**config.mk**
```make
export PLATFORM = sky130hd
export DESIGN_NAME = tfbs_front
export DESIGN_NICKNAME = d
export VERILOG_FILES = /design/src/rtl/track_fifos_into_bounded_stack_defines.svh /design/src/rtl/tfbs_pkg.sv /design/src/rtl/tfbs_front.sv
export SDC_FILE = /design/constraint.sdc
export NUM_CORES = 1
export LEC_CHECK = 0
export ABC_AREA = 0
export BUFFER_PORTS_ARGS = -buffer_cell sky130_fd_sc_hd__buf_2
export CORE_MARGIN = 3
export CORE_UTILIZATION = 40
export CTS_BUF_LIST = sky130_fd_sc_hd__clkbuf_4 sky130_fd_sc_hd__clkbuf_8
export DETAILED_ROUTE_END_ITERATION = 16
export PLACE_DENSITY_LB_ADDON = 0.2
export SLEW_MARGIN = 10
export SYNTH_ARGS = -nofsm -noshare
export SYNTH_HDL_FRONTEND = slang
export SYNTH_SLANG_ARGS = --single-unit
```
**constraint.sdc**
```tcl
create_clock -name i_clk -period 22.1 [get_ports i_clk]
set_input_delay 2.21 -clock i_clk [delete_from_list [all_inputs] [get_ports i_clk]]
set_output_delay 2.21 -clock i_clk [all_outputs]
set_load 0.01 [all_outputs]
```
**src/rtl/track_fifos_into_bounded_stack_defines.svh**
```systemverilog
// assertion macros shared by the packing machine rtl
`ifndef TRACK_FIFOS_INTO_BOUNDED_STACK_DEFINES_SVH
`define TRACK_FIFOS_INTO_BOUNDED_STACK_DEFINES_SVH
`ifndef NO_ASSERTIONS
`define TFBS_ASSERT_SAME(lbl, ante, cons, msg) \
    lbl: assert property (@(posedge i_clk) disable iff (!i_rst_n) (ante) |-> (cons)) \
        else $error(msg);
`define TFBS_ASSERT_NEXT(lbl, ante, cons, msg) \
    lbl: assert property (@(posedge i_clk) disable iff (!i_rst_n) (ante) |=> (cons)) \
        else $error(msg);
`else
`define TFBS_ASSERT_SAME(lbl, ante, cons, msg)
`define TFBS_ASSERT_NEXT(lbl, ante, cons, msg)
`endif
`endif

```
**src/rtl/tfbs_pkg.sv**
```systemverilog
// shared types and constants for the packing machine
`timescale 1ns / 1ps
package tfbs_pkg;

    localparam logic OP_LOAD  = 1'b0;
    localparam logic OP_PRESS = 1'b1;

    localparam logic [3:0] BTN_BASKET = 4'd0;

    localparam logic CFG_BASKET_CAPACITY = 1'b0;
    localparam logic CFG_ACTIVE_TRACKS   = 1'b1;

    localparam logic [6:0] CAPACITY_RESET = 7'd64;
    localparam logic [3:0] TRACKS_RESET   = 4'd8;

    localparam int QUEUE_DEPTH = 2;

    typedef enum logic [1:0] {
        CMD_LOAD,
        CMD_PUSH,
        CMD_POP
    } t_cmd_kind;

    typedef struct packed {
        t_cmd_kind  kind;
        logic [7:0] data;
    } t_cmd;

    typedef enum logic {
        BK_IDLE,
        BK_EXEC
    } t_back_state;

endpackage

```
**src/rtl/tfbs_front.sv**
```systemverilog
// front end: accepts items, tracks fifo heads and fills, issues commands
`timescale 1ns / 1ps
module tfbs_front #(
    parameter int NUM_TRACKS  = 8,
    parameter int TRACK_DEPTH = 128,
    parameter int AW          = 10
) (
    input  logic              i_clk,
    input  logic              i_rst_n,
    input  logic              i_valid,
    output logic              o_ready,
    input  logic              i_opcode,
    input  logic [3:0]        i_button,
    input  logic [7:0]        i_item,
    input  logic [3:0]        i_active_tracks,
    output logic              o_cmd_valid,
    input  logic              i_cmd_ready,
    output tfbs_pkg::t_cmd    o_cmd,
    output logic [AW-1:0]     o_cmd_addr
);

    localparam int TW = (NUM_TRACKS > 1) ? $clog2(NUM_TRACKS) : 1;
    localparam int HW = (TRACK_DEPTH > 1) ? $clog2(TRACK_DEPTH) : 1;
    localparam int FW = $clog2(TRACK_DEPTH + 1);
    localparam int SW = FW + 1;

    logic [HW-1:0] r_head [NUM_TRACKS];
    logic [FW-1:0] r_fill [NUM_TRACKS];

    logic [3:0]    eff_tracks;
    logic [3:0]    trk;
    logic          in_range;
    logic [TW-1:0] idx;
    logic [HW-1:0] head;
    logic [FW-1:0] fill;
    logic [SW-1:0] tail_sum;
    logic [SW-1:0] tail_off;
    logic [AW-1:0] base;
    logic          is_cmd;
    logic          accept;

    always_comb begin
        eff_tracks = (i_active_tracks > 4'(NUM_TRACKS)) ? 4'(NUM_TRACKS) : i_active_tracks;
        trk        = i_button - 4'd1;
        in_range   = (i_button != tfbs_pkg::BTN_BASKET) && (trk < eff_tracks);
        idx        = trk[TW-1:0];
        head       = in_range ? r_head[idx] : '0;
        fill       = in_range ? r_fill[idx] : '0;
        tail_sum   = SW'(head) + SW'(fill);
        tail_off   = (tail_sum >= SW'(TRACK_DEPTH)) ? tail_sum - SW'(TRACK_DEPTH) : tail_sum;
        base       = AW'(idx) * AW'(TRACK_DEPTH);
        is_cmd     = 1'b0;
        o_cmd.kind = tfbs_pkg::CMD_POP;
        o_cmd.data = i_item;
        o_cmd_addr = base + AW'(head);
        if (i_opcode == tfbs_pkg::OP_LOAD) begin
            o_cmd.kind = tfbs_pkg::CMD_LOAD;
            o_cmd_addr = base + AW'(tail_off);
            is_cmd     = in_range && (SW'(fill) < SW'(TRACK_DEPTH));
        end else if (i_button == tfbs_pkg::BTN_BASKET) begin
            is_cmd = 1'b1;
        end else begin
            o_cmd.kind = tfbs_pkg::CMD_PUSH;
            is_cmd     = in_range && (fill != '0);
        end
        o_ready     = i_cmd_ready;
        o_cmd_valid = i_valid && is_cmd;
        accept      = i_valid && i_cmd_ready && is_cmd;
    end

    always_ff @(posedge i_clk) begin
        if (!i_rst_n) begin
            for (int i = 0; i < NUM_TRACKS; i++) begin
                r_head[i] <= '0;
                r_fill[i] <= '0;
            end
        end else if (accept) begin
            if (o_cmd.kind == tfbs_pkg::CMD_LOAD) begin
                r_fill[idx] <= fill + FW'(1);
            end else if (o_cmd.kind == tfbs_pkg::CMD_PUSH) begin
                r_head[idx] <= (head == HW'(TRACK_DEPTH - 1)) ? '0 : head + HW'(1);
                r_fill[idx] <= fill - FW'(1);
            end
        end
    end

endmodule

```
==> impl_metrics.json <==
{
  "status": "completed",
  "synth_ff_type": "edfxtp_1",
  "reg2reg_from": "r_fill[6][1]",
  "yosysWarnings": 0,
  "ys_seq_elements": 120,
  "fin_util": 0.4512,
  "finalCritPeriodShare": 0.5010,
  "worstHoldStart": "r_head[3][5]",
  "endpoint_kind": "primary output",
  "worst-path-stages": 24,
  "final_area_um2": 7562,
  "postCtsSetupBuffers": 0,
  "syn_area_per_cell_um2": 11.40,
  "timing.hold.ws_ns": 1.219,
  "cts_buffer_depth": 2,
  "wl_per_cell_um": 21.45,
  "postPlaceCellArea_um2": 7182,
  "final_cells": 846,
  "wirelength_mm": 18.15,
  "required_ns": 19.89,
  "crit_fanout": 50,
  "rows": 47,
  "rrSetupSlack_ns": 17.67,
  "min_to": "r_head[1][5]",
  "hold_depth": 5,
  "critPathMostFrequentCell": "ha_1",
  "fmaxAchievable_mhz": 90.31,
  "finalHoldViolations": 0,
  "clk_pin_slew_worst_paths_ns": 0.07,
  "postSynthCellCount": 609,
  "period_minus_slack_ns": 11.07,
  "cts_resized": 0,
  "drive_gt1_frac": 0.1837,
  "numCtsBuffers": 17,
  "cpPeakStageDelay_ns": 0.76,
  "vias": 5030,
  "critical_path.cell_chain": "buf_2 > inv_2 > ha_1 > xnor2_2 > buf_4 > inv_2 > ha_1 > a21oi_1 > o21ai_0 > a221oi_2 > ha_1 > inv_1 > fa_1 > inv_1 > maj3_2 > a211oi_1 > o32ai_1 > a21oi_2 > xnor2_1 > or4_1 > o31ai_2 > fa_1 > mux2_2 > buf_2",
  "core_um2": 16760,
  "power_density_nw_per_um2": 76.67,
  "async_reset_ff_frac": 0,
  "start_util": 0.4143,
  "clock_sinks": 120,
  "ys_seq_area_frac": 0.5189,
  "die_area_um2": 18980,
  "critPathArrivalTime_ns": 8.86,
  "ant_nets": 0,
  "cts_tree": "built",
  "synth_top_cell_area_share": 0.5189,
  "cp-start-kind": "primary input",
  "overflow": 0,
  "p_leak_uw": 0.002717,
  "fin_nets": 653,
  "gp_congestion": 0.8518,
  "syn_nets": 649,
  "drv_cap": 0,
  "n_antenna_cell": 0,
  "grt_pass1_vias": 4918,
  "vias_per_cell": 5.946,
  "netlist_top_cells_area": "edfxtp_1 (52%), mux4_2 (6.8%), nor2_1 (4.9%)",
  "timing.rr.end": "r_fill[4][7]",
  "synth_top_area_cell": "edfxtp_1",
  "drtIter0Drc": 504,
  "finalSetupViolCount": 0,
  "clockRootBuffer": "clkbuf_8",
  "dp.cells": 814,
  "hp-class": "flip-flop to flip-flop",
  "portBuffers": 26,
  "grt_pass1_wl_mm": 28.35,
  "cts_max_level": 4,
  "synthTopCellsByCount": "edfxtp_1 (120), nor2_1 (91), nand2_1 (59)",
  "num-fill-cells": 1557,
  "antenna_found_initial": 0,
  "r2r_cells": 13,
  "yosysUniqueCellTypes": 65,
  "syn_area_um2": 6944,
  "synth_edf_count": 120,
  "firstDrtPassIters": 7,
  "crit_type": "primary input to primary output",
  "grt_usage": 0.1998,
  "fp.dieW_um": 137.8,
  "hold_buffers": 0,
  "clk-insertion-delay-late_ns": 0.45,
  "yosysMostFrequentCell": "edfxtp_1",
  "slew_viol_final": 0,
  "cp_top_family": "adder cells",
  "vdd_ir_drop_max_uv": 36.29,
  "drc": 0,
  "ios": 43,
  "path_buf_inv": 7,
  "rsz0062_at_grt": "no",
  "grt_start_max_net_pins": 57,
  "area_growth_pct": 8.901,
  "tns_ns": 0,
  "dp_hpwl_mm": 12.38,
  "slowest_stage": "a221oi_2",
  "die_y_um": 137.8,
  "tightest_slew_ns": 1.045,
  "slew_headroom": 0.2981,
  "fin_skew_ns": 0.01083
}
## cell families (layout without fill, tap and decap cells)
family	after synthesis	in the layout	share of synthesized area
AOI/OAI and AO/OA	77	77	0.07892
xor gates and xnor gates	21	21	0.02649
adders and majority gates	21	21	0.04054
buffers and inverters	69	86	0.04649
DFF	120	120	0.5189
muxes	49	49	0.1169
and+or+nand+nor	252	252	0.1717
## metrics by stage
step | setup WS [ns] | total power, uW
final | 11.03 | 579.8
after CTS | 11.05 | 582.1
after detailed placement | 11.06 | 394.3
after floorplan | 10.98 | 357.3
after global placement | 11.20 | 392.4
after global routing | 10.64 | 606.5
## worst reg2reg max path: cells and delay by family, from the launching register on
family,cells,cell delay (ns)
flops,1,0.35
compound gates,4,1.03
mux,1,0.58
simple gates,6,1.78
buf+inv,1,0.11
fa+ha+maj,1,0.30
## worst max-delay path by stage
stage | end | startpoint
global placement | o_cmd_addr[8] | i_button[0]
detailed placement | o_cmd_addr[8] | i_button[0]
global route | o_cmd_addr[9] | i_button[0]
finish | o_cmd_addr[8] | i_button[0]
floorplan | o_cmd_addr[8] | i_button[0]
CTS | o_cmd_addr[8] | i_button[0]
## registers in the layout (all words and copies together) (netlist names)
name and cells:
r_head 56, r_fill 64
## final cells by class
type	instances	area [um^2]	share of cell area
Clock inverter	14	133.9	0.01770
Inverter	17	63.81	0.008438
Multi-Input combinational cell	420	3032	0.4009
Tap cell	220	275.3	0.03640
Sequential cell	120	3603	0.4765
Clock buffer	18	241.5	0.03193
Timing Repair Buffer	37	212.7	0.02813
## routing by layer
layer / track usage / part of all wire
met5: 0 / 0
met4: 0.06422 / 0.015
met3: 0.03579 / 0.059
met2: 0.3145 / 0.47
met1: 0.2815 / 0.46
## cells in the final DEF (no fill, tap or decap), drive strengths merged, types with 14 or more instances in the layout
| cell | count |
|---|---|
| inv | 17 |
| mux2 | 15 |
| nor4 | 45 |
| nand2 | 59 |
| o21ai | 14 |
| nor2 | 91 |
| edfxtp | 120 |
| nor3 | 15 |
| buf | 37 |
| xnor2 | 15 |
| a21oi | 18 |
| clkbuf | 18 |
| ha | 16 |
| mux4 | 23 |
## power breakdown
part | internal [uW] | total (uW) | switching [uW]
logic | 43.4 | 130 | 86.6
clock network | 99.5 | 189 | 89.6
registers | 258 | 261 | 2.47
total | 401 | 580 | 179
(Power assumes the default switching activity.)
