## src/rtl/track_fifos_into_bounded_stack_defines.svh

```systemverilog
// assertion macros shared by the packing machine rtl
`ifndef TRACK_FIFOS_INTO_BOUNDED_STACK_DEFINES_SVH
`define TRACK_FIFOS_INTO_BOUNDED_STACK_DEFINES_SVH
`ifndef NO_ASSERTIONS
`define TFBS_ASSERT_SAME(lbl, ante, cons, msg) \
    lbl: assert property (@(posedge i_clk) disable iff (!i_rst_n) (ante) |-> (cons)) \
        else $error(msg);
`define TFBS_ASSERT_NEXT(lbl, ante, cons, msg) \
    lbl: assert property (@(posedge i_clk) disable iff (!i_rst_n) (ante) |=> (cons)) \
        else $error(msg);
`else
`define TFBS_ASSERT_SAME(lbl, ante, cons, msg)
`define TFBS_ASSERT_NEXT(lbl, ante, cons, msg)
`endif
`endif

```

## src/rtl/tfbs_pkg.sv

```systemverilog
// shared types and constants for the packing machine
`timescale 1ns / 1ps
package tfbs_pkg;

    localparam logic OP_LOAD  = 1'b0;
    localparam logic OP_PRESS = 1'b1;

    localparam logic [3:0] BTN_BASKET = 4'd0;

    localparam logic CFG_BASKET_CAPACITY = 1'b0;
    localparam logic CFG_ACTIVE_TRACKS   = 1'b1;

    localparam logic [6:0] CAPACITY_RESET = 7'd64;
    localparam logic [3:0] TRACKS_RESET   = 4'd8;

    localparam int QUEUE_DEPTH = 2;

    typedef enum logic [1:0] {
        CMD_LOAD,
        CMD_PUSH,
        CMD_POP
    } t_cmd_kind;

    typedef struct packed {
        t_cmd_kind  kind;
        logic [7:0] data;
    } t_cmd;

    typedef enum logic {
        BK_IDLE,
        BK_EXEC
    } t_back_state;

endpackage

```

## src/rtl/tfbs_queue.sv

```systemverilog
// short command queue between front and back
`timescale 1ns / 1ps
`include "track_fifos_into_bounded_stack_defines.svh"
module tfbs_queue #(
    parameter int AW = 10
) (
    input  logic           i_clk,
    input  logic           i_rst_n,
    input  logic           i_valid,
    output logic           o_ready,
    input  tfbs_pkg::t_cmd i_cmd,
    input  logic [AW-1:0]  i_addr,
    output logic           o_valid,
    input  logic           i_ready,
    output tfbs_pkg::t_cmd o_cmd,
    output logic [AW-1:0]  o_addr
);

    localparam int DEPTH = tfbs_pkg::QUEUE_DEPTH;
    localparam int PW    = (DEPTH > 1) ? $clog2(DEPTH) : 1;
    localparam int CW    = $clog2(DEPTH + 1);

    tfbs_pkg::t_cmd r_cmd  [DEPTH];
    logic [AW-1:0]  r_addr [DEPTH];
    logic [PW-1:0]  r_wptr;
    logic [PW-1:0]  r_rptr;
    logic [CW-1:0]  r_count;
    logic           push;
    logic           pop;

    assign o_ready = (r_count < CW'(DEPTH));
    assign o_valid = (r_count != '0);
    assign o_cmd   = r_cmd[r_rptr];
    assign o_addr  = r_addr[r_rptr];
    assign push    = i_valid && o_ready;
    assign pop     = o_valid && i_ready;

    always_ff @(posedge i_clk) begin
        if (push) begin
            r_cmd[r_wptr]  <= i_cmd;
            r_addr[r_wptr] <= i_addr;
        end
    end

    always_ff @(posedge i_clk) begin
        if (!i_rst_n) begin
            r_wptr  <= '0;
            r_rptr  <= '0;
            r_count <= '0;
        end else begin
            if (push) begin
                r_wptr <= (r_wptr == PW'(DEPTH - 1)) ? '0 : r_wptr + PW'(1);
            end
            if (pop) begin
                r_rptr <= (r_rptr == PW'(DEPTH - 1)) ? '0 : r_rptr + PW'(1);
            end
            if (push && !pop) begin
                r_count <= r_count + CW'(1);
            end else if (pop && !push) begin
                r_count <= r_count - CW'(1);
            end
        end
    end

    `TFBS_ASSERT_NEXT(a_q_count_up, push && !pop, r_count == $past(r_count) + CW'(1), "queue count lost a push")

endmodule

```

## config.mk

```make
export PLATFORM = sky130hd
export DESIGN_NAME = tfbs_queue
export DESIGN_NICKNAME = d
export VERILOG_FILES = /design/src/rtl/tfbs_pkg.sv /design/src/rtl/tfbs_queue.sv
export VERILOG_INCLUDE_DIRS = /design/src /design/src/rtl
export SDC_FILE = /design/constraint.sdc
export NUM_CORES = 1
export LEC_CHECK = 0
export ABC_AREA = 1
export BUFFER_PORTS_ARGS = -buffer_cell sky130_fd_sc_hd__buf_2
export CORE_ASPECT_RATIO = 1.2
export CORE_MARGIN = 2
export CORE_UTILIZATION = 46
export DETAILED_ROUTE_END_ITERATION = 6
export PLACE_DENSITY_LB_ADDON = 0.08
export RECOVER_POWER = 50
export SYNTH_ARGS = -nofsm -noshare
export SYNTH_HDL_FRONTEND = slang
export SYNTH_SLANG_ARGS = --single-unit
```

## constraint.sdc

```tcl
create_clock -name i_clk -period 1.65 [get_ports i_clk]
set_clock_uncertainty 0.1 [all_clocks]
set_input_delay 0.2475 -clock i_clk [delete_from_list [all_inputs] [get_ports i_clk]]
set_output_delay 0.2475 -clock i_clk [all_outputs]
set_load 0.03 [all_outputs]
```

==> reports/metrics.yaml, run 1 <==
status:
  status: "completed"
floorplan:
  start_util_pct: 48.1
  die_h_um: 71.8
  num_rows: 24
  fp.coreArea_um2: 3660
  die-area_um2: 4340
  die_w_um: 60.5
  pin_count: 46
hold_path:
  holdPathStages: 1
  min_path_type: "input pin to flip-flop"
timing:
  fmax_mhz: 615
  setup_violations: 0
  rsz0062_at_grt: "true"
  fin_crit_sh_pct: 98.5
  tightest_slew_ps: 242
  maxSlewHeadroom_pct: 83.9
  hold_viol: 0
  worst_slack_ps: 25.3
  fin_crit_ps: 1620
  fin_setup_tns_ps: 0
  finalMaxSlewViolations: 0
worst_setup_path:
  r2r-end: "r_count[1]"
  timing.rr.start: "r_count[1]"
  critical_path.max_fanout: 5
  reg2reg_depth: 8
  worst_setup_path_start_kind: "flip-flop"
  cp-end-kind: "output pin"
  worstPathRequired_ps: 1300
  max_stage_delay_ps: 390
  path_cells: "buf_6 -> mux2_4 -> buf_6"
  setup.worst_path.end: "o_addr[5]"
  regToRegSetupSlack_ps: 120
  arrival_ps: 1280
  critPathMostFrequentCell: "buf_6"
  crit_type: "flip-flop to output pin"
  cp_slowest_cell: "dfxtp_4"
logic_synthesis:
  synth_top_area_share_pct: 68.2
  yosysTopAreaCell: "edfxtp_1"
  ys_seq_area_share_pct: 73.9
  synth_area_leaders: "edfxtp_1 68%, mux2_4 17%, dfxtp_1 5.7%"
  ys_ff_latch: 45
  synthCells: 97
  yosysWarnings: 0
  synth_nets: 122
  avgSynthCellArea_um2: 18.1
  syn_area_um2: 1760
  ys_types: 14
clock_tree:
  clkLatencyLatePin_ps: 290
  h-tree-depth: 2
  clockRootBuffer: "clkbuf_8"
  cts.sinks: 45
  cts-buffers-inserted: 5
  cts_tree: "built"
  cts_buffer_depth: 2
  path_clk_slew_ps: 80
power_and_ir_drop:
  finalPower_uw: 3870
  p_int_uw: 2630
  max-vdd-ir-drop_v: 0.00108
  p_switching_uw: 1250
  seq_power_share_pct: 39.8
  p_sw_share_pct: 32.2
  leakage_uw: 0.000945
  clkPwrFrac_pct: 20.5
  powerDensity_nw_per_um2: 1660
  comb_power_share_pct: 39.7
finish:
  most-common-layout-cells: "40 x edfxtp_1, 24 x buf_6, 20 x mux2_4"
  antenna_cells: 0
  drive_above_1_share_pct: 49.4
  syn2layout_area_growth_pct: 32.6
  layout.cells.non_filler: 208
  fillCellCount: 313
  mostFrequentLayoutCell: "edfxtp_1"
  fin_area_um2: 2330
  nets: 180
routing:
  vias: 961
  via_per_inst: 4.62
  antenna_left: 0
  dr.pass1.iters: 4
  wl_per_cell_um: 14.1
  drc_errors: 0
  drt-total-wl_um: 2940
  drt_iter0_markers: 31
placed_design:
  dp_slack_ps: 181
  gp_congestion: 0.674
  hpwl_um: 2100
  placed_area_um2: 2080
  dp_cells: 198
  portBuffers: 45
global_routing:
  grt_pass1_vias: 1044
  overflow: 0
  antenna_found_initial: 0
  grtUsageTotal_pct: 15.2
  grt_pass1_wl_um: 4640
  grt_max_degree: 15
flow_run:
  max-cap-violations: 0
[power groups by stage]
stage | Sequential, uW | Combinational [uW] | Clock, uW
final | 1540 | 1540 | 793
after CTS | 1550 | 1560 | 818
after global placement | 1540 | 1270 | 0
after detailed placement | 1550 | 1310 | 0
after floorplan | 1540 | 990 | 0
after global routing | 1560 | 1640 | 864
[what timing repair did]
action	in CTS	in global routing
gates cloned	2	0
resized for setup	48	0
hold endpoints to repair	0	0
endpoints found under the setup margin	20	20
hold buffers	0	0
buffers inserted	0	0
pin swaps	0	0
[worst min path at each step]
stage	from	end	slack [ps]
2_1_floorplan	i_addr[0]	r_addr[0][0]	250
3_3_place_gp	i_cmd[0]	r_cmd[0][0]	340
3_5_place_dp	i_addr[9]	r_addr[0][9]	340
4_1_cts	i_addr[6]	r_addr[0][6]	20
5_1_grt	i_cmd[3]	r_cmd[0][3]	20
6_report	i_cmd[3]	r_cmd[0][3]	40
[metal layers]
layer | track usage, % | routed length (um) | up-vias
met5 | 0 | 0 | -
met1 | 16.7 | 1130 | 458
met3 | 5.78 | 142 | 5
met2 | 25.4 | 1610 | 29
met4 | 7.25 | 58 | 0
li1 | - | - | 469
[cells in the mapped netlist, drive strengths merged]
cell / count
dfxtp: 5
o21ai: 2
mux2: 20
edfxtp: 40
nand2: 8
nand4: 1
inv: 8
nor2: 6
nand3: 1
a21oi: 2
buf: 2
ha: 1
o21a: 1
[registers in the layout, summed over array words and instances (netlist names), named ones only]
name,flops
r_count,2
r_addr,20
r_rptr,1
r_wptr,1
r_cmd,20
[worst max-delay path: cells and delay by family, from the launching register on]
family                 cells  cell delay [ps]
buffers and inverters      2              280
multiplexers               1              310
flip-flops                 1              390
[through the flow]
stage | hold slack (ps) | utilization [%]
2_1_floorplan | 246 | -
3_3_place_gp | 338 | 56.7
3_5_place_dp | 339 | 56.7
4_1_cts | 22.7 | 64.0
5_1_grt | 16.7 | 63.7
6_report | 36.1 | 63.7
[kinds of logic after synthesis]
logic type	after synthesis	synth area share [%]
AO/OA/AOI/OAI	5	1.56
adder cells (fa/ha/maj)	1	0.711
AND/OR/NAND/NOR	16	3.77
flip-flops	45	73.9
buffers and inverters	10	2.99
multiplexers	20	17.1
[layout make-up]
cell class / count / area (um2) / share of cell area, %
clock buffers: 6 / 72.6 / 3.11
clock inverters: 2 / 35.0 / 1.50
inverters: 8 / 30.0 / 1.29
multi-input cells: 42 / 409 / 17.5
flip-flops and latches: 45 / 1310 / 55.9
well taps: 52 / 65.1 / 2.79
repair buffers: 53 / 418 / 17.9
No activity file was read; power rests on OpenSTA's default activity.
==> run 2: changes to the inputs <==
--- a/config.mk
+++ b/config.mk
@@ -7,11 +7,10 @@
 export NUM_CORES = 1
 export LEC_CHECK = 0
 export ABC_AREA = 1
-export BUFFER_PORTS_ARGS = -buffer_cell sky130_fd_sc_hd__buf_2
 export CORE_ASPECT_RATIO = 1.2
-export CORE_MARGIN = 2
-export CORE_UTILIZATION = 46
+export CORE_UTILIZATION = 55
 export DETAILED_ROUTE_END_ITERATION = 6
+export DONT_BUFFER_PORTS = 1
 export PLACE_DENSITY_LB_ADDON = 0.08
 export RECOVER_POWER = 50
 export SYNTH_ARGS = -nofsm -noshare
==> reports/metrics.yaml, run 2 (synthesized netlist as in run 1, its figures left out) <==
placed_design:
  placed_area_um2: 1850
  hpwl_um: 1820
  gp_congestion: 0.586
  dp_cells: 138
  portBuffers: 0
clock_tree:
  cts.sinks: 45
  h-tree-depth: 2
  clockRootBuffer: "clkbuf_4"
  postCtsSetupRepairBufs: 0
  cts_tree: "built"
  cts-buffers-inserted: 5
  cts_buffer_depth: 2
  clkLatencyLatePin_ps: 330
  path_clk_slew_ps: 110
routing:
  drt-total-wl_um: 2640
  vias: 869
  dr.pass1.iters: 4
  via_per_inst: 5.14
  antenna_left: 0
  wl_per_cell_um: 15.6
  drt_iter0_markers: 13
  drc_errors: 0
worst_setup_path:
  cp_slowest_cell: "dfxtp_4"
  worstPathRequired_ps: 1300
  worst_setup_path_start_kind: "flip-flop"
  critPathTopFamily: "flip-flops"
  path_buf_inv: 1
  crit_type: "flip-flop to output pin"
  max_stage_delay_ps: 410
  cp-end-kind: "output pin"
  critical_path.max_fanout: 7
  path_cells: "clkbuf_16 -> mux2_4"
  arrival_ps: 1270
timing:
  fin_crit_sh_pct: 97.8
  fin_setup_tns_ps: 0
  tightest_slew_ps: 298
  fin_crit_ps: 1610
  finalMaxSlewViolations: 0
  maxSlewHeadroom_pct: 80.1
  fmax_mhz: 620
  setup_violations: 0
  hold_viol: 0
global_routing:
  overflow: 0
  grtUsageTotal_pct: 17.8
  grt_max_degree: 16
  grt_pass1_vias: 889
  antenna_found_initial: 0
  grt_pass1_wl_um: 4040
power_and_ir_drop:
  seq_power_share_pct: 47.8
  clkPwrFrac_pct: 14.4
  powerDensity_nw_per_um2: 1510
  p_sw_share_pct: 34.6
  leakage_uw: 0.000810
  comb_power_share_pct: 37.7
  p_switching_uw: 1120
  max-vdd-ir-drop_v: 0.00109
  p_int_uw: 2120
floorplan:
  pin_count: 46
  num_rows: 22
  die_h_um: 64.0
  fp.coreArea_um2: 3060
  die_w_um: 53.6
  die-area_um2: 3430
  start_util_pct: 57.6
finish:
  syn2layout_area_growth_pct: 22.0
  nets: 157
  fillCellCount: 217
  mostFrequentLayoutCell: "edfxtp_1"
  top_regs: "r_addr (20), r_cmd (20), r_count (2)"
  fin_area_um2: 2150
  layout.cells.non_filler: 169
  drive_above_1_share_pct: 27.1
  most-common-layout-cells: "40 x edfxtp_1, 22 x dlygate4sd3_1, 20 x mux2_4"
  antenna_cells: 0
flow_run:
  max-cap-violations: 0
status:
  status: "completed"
hold_path:
  min_path_type: "input pin to flip-flop"
[run 2: cell count changes in the layout (fill, tap and decap cells not counted), sizes merged]
cell / before / now
bufinv: 1 / 0
dlygate4sd3: 0 / 22
clkbuf: 12 / 11
buf: 47 / 5
clkinv: 1 / 0
[run 2: area by class of cell]
cell class | count | area, um2 | share of cell area [%]
timing repair buffer | 30 | 309 | 14.4
tap | 36 | 45.0 | 2.10
sequential | 45 | 1310 | 60.8
clock buffer | 8 | 48.8 | 2.27
multi-input combinational | 42 | 409 | 19.1
inverter | 8 | 30.0 | 1.40
[run 2: per-stage QoR]
stage          hold WS [ps]  setup WS [ps]  utilization, %  power, uW
2_1_floorplan           246          -96.4               -       2530
3_3_place_gp            246            307            60.6       2680
3_5_place_dp            246            255            60.6       2720
4_1_cts                 127           19.9            69.5       3230
5_1_grt                 188          -6.14            70.3       3400
6_report                137           36.1            70.3       3240
[run 2: worst reg2reg max path: cells and delay by family, from the launching register on]
family | cells | cell delay, ps
simple gates | 4 | 360
fa+ha+maj | 1 | 320
buf+inv | 3 | 210
flops | 1 | 370
[run 2: worst paths after layout]
kind | endpoint | from | slack [ps] | cells past startpoint
setup / recovery | o_addr[8] | flip-flop | 40 | 2
hold / removal | flip-flop | i_ready | 140 | 3
setup reg to reg | r_count[1] | r_count[1] | 200 | 8
hold reg to reg | r_rptr | r_rptr | 420 | 2
[run 2: metal layers]
metal	wire, um	share of wire [%]	vias up	track usage (%)
li1	-	-	427	-
met1	1030	39	407	19.1
met2	1420	54	30	29.7
met3	136	5.2	5	6.43
met4	53	2.0	0	8.88
met5	0	0	-	0
[run 2: timing repair]
action	CTS	global route
pin swaps	0	0
gates cloned	0	1
setup endpoints to repair	20	5
hold buffers	22	0
hold endpoints to repair	45	0
gates resized for setup	1	2
[run 2: power groups by stage]
stage,clock (uW),sequential [uW],combinational [uW]
5_1_grt,526,1560,1310
3_5_place_dp,0,1560,1160
2_1_floorplan,0,1540,990
3_3_place_gp,0,1550,1130
6_report,467,1550,1220
4_1_cts,485,1540,1210
